**src/hdl/rsfe_pkg.sv**
```systemverilog
// ----------------------------------------------------------------------------
// Rope spring force engine package
// Shared types and register indexes of the rope spring force engine.
// ----------------------------------------------------------------------------
package rsfe_pkg;

	localparam int CW = 32;

	localparam logic [2:0] CFG_STIFFNESS = 3'd0;
	localparam logic [2:0] CFG_DAMPING   = 3'd1;
	localparam logic [2:0] CFG_STRETCH   = 3'd2;
	localparam logic [2:0] CFG_BEND      = 3'd3;
	localparam logic [2:0] CFG_CAPTURE   = 3'd4;

	typedef struct packed {
		logic [CW-1:0] ke;
		logic [CW-1:0] kd;
		logic          stretch_on;
		logic          bend_on;
		logic          capture;
	} cfg_t;

	typedef struct packed {
		logic [2:0][CW-1:0] pos;
		logic [2:0][CW-1:0] vel;
		logic               last;
		logic               has1;
		logic               has2;
	} item_t;

	typedef struct packed {
		logic idle;
		logic pop;
	} bk_stat_t;

endpackage

```
**src/hdl/rsfe_front.sv**
```systemverilog
// ----------------------------------------------------------------------------
// Rope spring force engine front end
// Accepts particle words, tags them with their chain index and keeps them in
// a two-entry queue for the back end.
// ----------------------------------------------------------------------------
module rsfe_front import rsfe_pkg::*; #(
	parameter int MAX_PARTICLES = 64,
	localparam int AW = $clog2(MAX_PARTICLES)
) (
	input  logic          clk,
	input  logic          arst_n,
	input  logic          s_tvalid,
	output logic          s_tready,
	input  logic [191:0]  s_tdata,
	input  logic          s_tlast,
	output logic          q_valid,
	output item_t         q_item,
	output logic [AW-1:0] q_k,
	input  bk_stat_t      bstat
);

	item_t         fifo_q [2];
	logic [AW-1:0] fk_q [2];
	logic          wr_q;
	logic          rd_q;
	logic [1:0]    cnt_q;
	logic [AW-1:0] k_q;
	logic          push;
	item_t         entry;

	assign s_tready = cnt_q != 2'd2;
	assign push     = s_tvalid && s_tready;
	assign q_valid  = cnt_q != 2'd0;
	assign q_item   = fifo_q[rd_q];
	assign q_k      = fk_q[rd_q];

	always_comb begin
		entry.pos  = s_tdata[95:0];
		entry.vel  = s_tdata[191:96];
		entry.last = s_tlast;
		entry.has1 = k_q != '0;
		entry.has2 = k_q > AW'(1);
	end

	always_ff @(posedge clk) begin
		if (push) begin
			fifo_q[wr_q] <= entry;
			fk_q[wr_q]   <= k_q;
		end
	end

	always_ff @(posedge clk or negedge arst_n) begin
		if (!arst_n) begin
			wr_q  <= 1'b0;
			rd_q  <= 1'b0;
			cnt_q <= '0;
			k_q   <= '0;
		end else begin
			if (push) begin
				wr_q <= !wr_q;
				if (s_tlast) begin
					k_q <= '0;
				end else if (k_q != AW'(MAX_PARTICLES - 1)) begin
					k_q <= k_q + AW'(1);
				end
			end
			if (bstat.pop) begin
				rd_q <= !rd_q;
			end
			if (push && !bstat.pop) begin
				cnt_q <= cnt_q + 2'd1;
			end else if (!push && bstat.pop) begin
				cnt_q <= cnt_q - 2'd1;
			end
		end
	end

endmodule

```
**config.mk**
```make
export PLATFORM = sky130hd
export DESIGN_NAME = rsfe_front
export DESIGN_NICKNAME = d
export VERILOG_FILES = /design/src/hdl/rsfe_pkg.sv /design/src/hdl/rsfe_front.sv
export SDC_FILE = /design/constraint.sdc
export NUM_CORES = 1
export LEC_CHECK = 0
export ABC_AREA = 1
export BUFFER_PORTS_ARGS = -buffer_cell sky130_fd_sc_hd__buf_4
export CAP_MARGIN = 0
export CORE_MARGIN = 2
export CORE_UTILIZATION = 30
export CTS_CLUSTER_DIAMETER = 150
export CTS_CLUSTER_SIZE = 14
export DETAILED_ROUTE_END_ITERATION = 8
export GPL_TIMING_DRIVEN = 0
export PLACE_DENSITY = 0.58
export SYNTH_ARGS = -nofsm -noshare
export SYNTH_HDL_FRONTEND = slang
export SYNTH_SLANG_ARGS = --single-unit
```
**constraint.sdc**
```tcl
create_clock -name clk -period 13.2 [get_ports clk]
set_input_delay 2.64 -clock clk [delete_from_list [all_inputs] [get_ports clk]]
set_output_delay 2.64 -clock clk [all_outputs]
set_load 0.02 [all_outputs]
```
==> metrics.txt, run 1 <==
outcome=finished, final reports clean; Post-Synth XOR/XNOR Area=0.173%; Top FF cell, synth=edfxtp_1; initial core utilization=30.3%; largest net degree at the start of global routing=32; most frequent cells in the layout=edfxtp_1, buf_4, mux2_2, clkbuf_16, buf_6; WHS Path Cells=1; Area after DPL=slightly below 0.02 sq mm; #FFs+latches synth=about 400; die height=about 230 um; DR vias=slightly below 8000; Crit Path Category=reg -> out; Mapped Cells=699; Setup Fix Bufs, Post-CTS=0; # hold bufs at CTS=0; Root Driver=clkbuf_16; Num CTS Buffers=35; final net count=approximately 1400; drt wl/cell=roughly 18 um; Vias/cell=around 4.3; Max Buffers Root-to-Sink=3; Final Hold Viols=0; crit path max fanout=10; IO Pins=around 400; Post-DP HPWL=around 24000 um; Clock Skew=around 0.019 ns; Final Core Density=between 40% and 50%; chip width=between 200 and 250 um; synthesized-area fraction occupied by and/or/nand/nor cells=less than 1%; maxcap violations=0; clk slew on worst S/H paths=0.06 ns; post-route cell area=around 0.02 sq mm; reg2reg path depth=8; core area=between 0.04 and 0.05 sq mm; Comb pwr share=39.0%; Post-Syn Area=0.0151 sq mm; P_leak=about 7.5 nW; Psw=between 1 and 1.5 mW; DRT antenna net count=0; first-pass iteration count of the detailed router=4; post-synthesis async set-or-reset flop share=roughly 2.4%; Synth-to-Final Area Change=34.1%; RSZ-0062 raised after global routing=false; P_int=between 3 and 4 mW; type of element capturing the critical path=output port; EDFF count, synth=402; Power Density=224 mW/mm^2; WP data required=approximately 11 ns; largest family of logic cells by synthesized area=multiplexers; clk_lat worst skew=around 0.53 ns; post-synthesis mux area share=14.9%; highest clock rate=about 220 MHz; H-tree levels=2; post-route setup slack=8.55 ns; period utilization=a little over a third; Post-Route WL=between 30000 and 40000 um; CTS sink cnt=412; Tot Pwr=4.55 mW; relative slew slack=between 40% and 50%; Yosys cell types=19; Slew Limit Fails=0; FP Rows=~80; most common cell after layout, fill and taps aside=edfxtp_1; GRT Util Overall=approximately 12%; Ys Warns=0; share of cells above drive strength 1=approximately 59%; Seq/Total Area, Yosys=roughly four fifths; CP Launch Type=register; # setup viols final=0; hold crit path type=reg -> reg; Clock power frac=between 20% and 30%; Post-Syn Nets=902; CTS resizes=0; PortBufs=approximately 400; CTS tree=built; CP arrival=2.01 ns; Residual DRC=0; syn avg cell area=roughly 22 sq um; initial antenna violation count=2; Tmin final=about 4.6 ns; Placer Congestion=around 0.77; number of global-route vias before repair=~8300; adder-cell share of the synthesized area=less than 1%; Reg power frac=just over 40%; gr ovfl total=0; Compound-Gate Fraction of Synth Area=less than 1%; Initial DRC Count=293; VDD IR-drop max=about 0.12 mV; Sw Ratio=roughly 32%; Die Area=roughly 0.052 sq mm; post-place setup slack=about 8.4 ns; Worst Max-Slew Pin Slew=approximately 0.85 ns; global-route wire length before repair=a little under 50000 um
-- final cells by class --
cell class | instances | area, sq um
diodes | 1 | 2.50
plain buffers | 22 | 228
clock buffers | 42 | 945
clock inverters | 1 | 8.76
fillers | 4586 | 29700
inverters | 12 | 46.3
multi-input cells | 253 | 2570
flip-flops and latches | 412 | 12300
well taps | 672 | 841
repair buffers | 415 | 3350
-- power groups by stage --
| stage | combinational (mW) | sequential [mW] | clock (mW) |
|---|---|---|---|
| 6_report | 1.78 | 1.84 | 0.930 |
| 2_1_floorplan | 1.02 | 1.96 | 0 |
| 3_5_place_dp | 1.81 | 1.87 | 0 |
| 4_1_cts | 1.82 | 1.85 | 0.976 |
| 5_1_grt | 1.88 | 1.87 | 1.02 |
| 3_3_place_gp | 1.71 | 2.05 | 0 |
-- flip-flops by register name (all words and copies together), names as in the netlist --
register  count
k_q           6
wr_q          1
rd_q          1
cnt_q         2
fifo_q      390
fk_q         12
-- stage by stage --
stage               TNS (ns)  hold slack, ns  instances
detailed placement         0           0.474       1786
floorplan                  0           0.446        699
CTS                        0           0.487       1829
global route               0           0.506       1830
finish                     0           0.481       1830
global placement    -1753.59           0.463       1770
-- per-layer routing --
| metal | GRT usage [%] | vias up | part of all wire (%) |
|---|---|---|---|
| li1 | - | 3626 | - |
| met1 | 14.3 | 3964 | 39 |
| met2 | 21.0 | 252 | 51 |
| met3 | 4.14 | 64 | 7.2 |
| met4 | 4.72 | 2 | 3.0 |
| met5 | 0 | - | 0.039 |
-- critical path: stages (launching register included) --
cell,delay [ns]
dfrtp_1,0.38
buf_4,0.28
buf_6,0.24
mux2_2,0.37
buf_4,0.17
-- synth_stat cells, types with 2 or more instances --
cell	number	area share, %
edfxtp_1	402	80
mux2_2	201	15
buf_6	18	1.3
nand2_1	15	0.37
inv_1	11	0.27
dfrtp_1	10	1.7
nor2_1	9	0.22
o21ai_0	7	0.23
ha_1	5	0.41
nand3_1	5	0.17
a21oi_1	3	0.099
buf_2	2	0.066
buf_4	2	0.099
nand2_2	2	0.083
o21bai_1	2	0.099
xor2_1	2	0.12
-- logic make-up after synthesis --
logic type                 after synthesis
AOI/OAI and AO/OA                       12
and+or+nand+nor                         32
xor gates and xnor gates                 3
DFF                                    412
adders and majority gates                5
buffers and inverters                   34
muxes                                  201
-- path summary, 6_finish.rpt --
kind,from,endpoint,slack [ns]
setup / recovery,rd_q$_DFFE_PN0P_,q_item[55],8.55
hold / removal,cnt_q[0]$_DFFE_PN0P_,cnt_q[0]$_DFFE_PN0P_,0.48
setup reg to reg,cnt_q[0]$_DFFE_PN0P_,fifo_q[1][160]$_DFFE_PP_,10.60
hold reg to reg,cnt_q[0]$_DFFE_PN0P_,cnt_q[0]$_DFFE_PN0P_,0.48
max in group asynchronous,arst_n,k_q[1]$_DFFE_PN0P_,11.13
min in group asynchronous,arst_n,k_q[0]$_DFFE_PN0P_,1.92
Note: power is estimated with default switching activity, not from simulation.
==> inputs of run 2 (changes only) <==
==> constraint.sdc (replaced) <==
create_clock -name clk -period 4.59 [get_ports clk]
set_input_delay 0.918 -clock clk [delete_from_list [all_inputs] [get_ports clk]]
set_output_delay 0.918 -clock clk [all_outputs]
set_load 0.02 [all_outputs]
==> run 2 against run 1 <==
Sequential share of layout area barely moved; clock skew fell by 0.0053 ns; utilization about the same; register-to-register slack got worse by 8.6 ns; clock-buffer cell count increased by 1; combinational power grew to 2.9 times the previous value; global-route usage is 0.25 points higher; sequential power increased to 2.9 times the previous value; worst hold slack got worse by 0.28 ns; setup slack got worse by 6.9 ns; largest power group unchanged; highest routed layer unchanged.
==> metrics.txt, run 2 (synthesis results as in run 1) <==
outcome=finished, final reports clean (unchanged); Post-DP HPWL=23800 um (was 23700 um); FP Rows=82 (unchanged); WP buf/inv=3 (unchanged); max reg flops=390 (unchanged); Storage cell area=0.0123 sq mm (unchanged); initial core utilization=30.3% (unchanged); area taken by multi-input logic gates=0.00257 sq mm (unchanged); most common cell after layout, fill and taps aside=edfxtp_1 (unchanged); chip width=229 um (unchanged); Synth-to-Final Area Change=34.2% (was 34.1%); CTS sink cnt=412 (unchanged); final net count=1354 (unchanged); global-route wire length before repair=50000 um (was 49200 um); CP arrival=2.04 ns (was 2.01 ns); CTS resizes=0 (unchanged); Slew Limit Fails=0 (unchanged); hold crit path type=in -> async (was reg -> reg); Clock Skew=0.0142 ns (was 0.0194 ns); H-tree levels=2 (unchanged); VDD IR-drop max=0.368 mV (was 0.125 mV); Area after DPL=0.0194 sq mm (about the same); Comb pwr share=39.0% (about the same); PortBufs=399 (unchanged); family with the most delay on the worst path=buffers and inverters (unchanged); clk_lat worst skew=0.54 ns (was 0.53 ns); RSZ-0062 raised after global routing=false (unchanged); Post-Route WL=33300 um (was 33400 um); post-route setup slack=1.63 ns (was 8.55 ns); CTS tree=built (unchanged); Worst Max-Slew Pin Slew=0.616 ns (was 0.846 ns); drt wl/cell=18.2 um (was 18.3 um); Root Driver=clkbuf_16 (unchanged); DR vias=7812 (was 7908); CP Launch Type=register (unchanged); WP data required=3.67 ns (was 10.56 ns); share of cells above drive strength 1=58.8% (was 58.9%); Max Buffers Root-to-Sink=3 (unchanged); P_int=8.88 mW (was 3.08 mW); Tmin final=a little under 3 ns; Non-Filler Instances=1830 (unchanged); critical path's largest stage delay=0.39 ns (was 0.38 ns); relative slew slack=58.9% (was 43.5%); Sw Ratio=32.0% (was 32.2%); Initial DRC Count=295 (was 293); Vias/cell=4.27 (was 4.32); r2r endpoint=fifo_q[0][48]$_DFFE_PP_ (was fifo_q[1][160]$_DFFE_PP_); most frequent cells in the layout=edfxtp_1, buf_4, mux2_2, clkbuf_16, buf_6 (unchanged); # hold bufs at CTS=0 (unchanged); crit path max fanout=10 (unchanged); highest clock rate=approximately 340 MHz; Reg with most FFs=fifo_q (unchanged); DRT antenna net count=0 (unchanged); flop-to-flop setup slack=2.03 ns (was 10.60 ns); Largest regs=fifo_q: 390 flops, fk_q: 12 flops, k_q: 6 flops (unchanged); Final Core Density=40.7% (about the same); largest net degree at the start of global routing=31 (was 32); Tot Pwr=13.1 mW (was 4.55 mW); Setup Fix Bufs, Post-CTS=0 (unchanged); Placer Congestion=0.769 (was 0.773); number of global-route vias before repair=8359 (was 8288); post-place setup slack=1.49 ns (was 8.37 ns); fillers=4591 (was 4586); antenna cell count=0 (was 1); reg2reg path depth=9 (was 8); period utilization=64.5%; Clock power frac=20.5% (was 20.4%); dpl cells=1786 (unchanged); Num CTS Buffers=35 (unchanged); core area=0.0500 sq mm (unchanged); clk slew on worst S/H paths=0.06 ns (about the same); gr ovfl total=0 (unchanged); P_leak=7.49 nW (about the same); IO Pins=401 (unchanged); Power Density=642 mW/mm^2 (was 224 mW/mm^2); CP most frequent cell=buf_4 (unchanged); type of element capturing the critical path=output port (unchanged); Crit Path Category=reg -> out (unchanged); post-route cell area=0.0203 sq mm (about the same); first-pass iteration count of the detailed router=6 (was 4); Residual DRC=0 (unchanged); GRT Util Overall=12.6% (was 12.3%); Psw=4.18 mW (was 1.46 mW); Slowest-stage cell, CP=dfrtp_1 (unchanged); # setup viols final=0 (unchanged); Reg power frac=40.6% (was 40.5%); Die Area=0.0523 sq mm (unchanged); initial antenna violation count=2 (unchanged); Final Hold Viols=0 (unchanged); maxcap violations=0 (unchanged); critical path, cell by cell=buf_4 -> buf_6 -> mux2_2 -> buf_4 (unchanged); R2R Path Start=cnt_q[0]$_DFFE_PN0P_ (unchanged); die height=229 um (unchanged)
## run 2: worst max-delay path by stage
stage,cells past startpoint,startpoint,slack (ns),to
floorplan,2,s_tvalid,0.13,fifo_q[1][0]$_DFFE_PP_
global route,4,rd_q$_DFFE_PN0P_,1.51,q_item[21]
global placement,3,s_tvalid,-1.97,fifo_q[1][81]$_DFFE_PP_
finish,4,rd_q$_DFFE_PN0P_,1.63,q_item[21]
CTS,4,rd_q$_DFFE_PN0P_,1.52,q_item[21]
detailed placement,8,s_tvalid,1.49,fifo_q[1][81]$_DFFE_PP_
## run 2: power by group through the flow
stage,registers [mW],logic [mW],clock network [mW]
floorplan,5.42,2.95,0
global placement,5.52,4.95,0
detailed placement,5.39,5.20,0
CTS,5.31,5.22,2.79
global route,5.38,5.43,2.91
finish,5.30,5.09,2.67
## run 2: layout make-up
cell class              instances  area share (%)
inverters                      12           0.228
well taps                     672            4.14
multi-input cells             253            12.6
repair buffers                415            16.5
clock inverters                 1          0.0431
flip-flops and latches        412            60.6
plain buffers                  22            1.12
clock buffers                  43            4.67
## run 2: worst register-to-register path, delay by kind of cell, from the launching register on
family | cells | cell delay (ns)
buffers and inverters | 6 | 1.16
AND/OR/NAND/NOR | 3 | 0.74
flip-flops | 1 | 0.36
## run 2: metal layers
metal	track usage (%)	share of wire, %	wire, um
met1	14.5	39	12800
met2	22.2	52	17400
met3	4.17	7.0	2340
met4	3.35	2.1	686
met5	0	0.081	27
## run 2: through the flow
step | TNS [ns] | hold slack, ns
6_report | 0 | 0.201
2_1_floorplan | 0 | 0.446
5_1_grt | 0 | 0.172
3_3_place_gp | -779.37 | 0.464
3_5_place_dp | 0 | 0.475
4_1_cts | 0 | 0.163
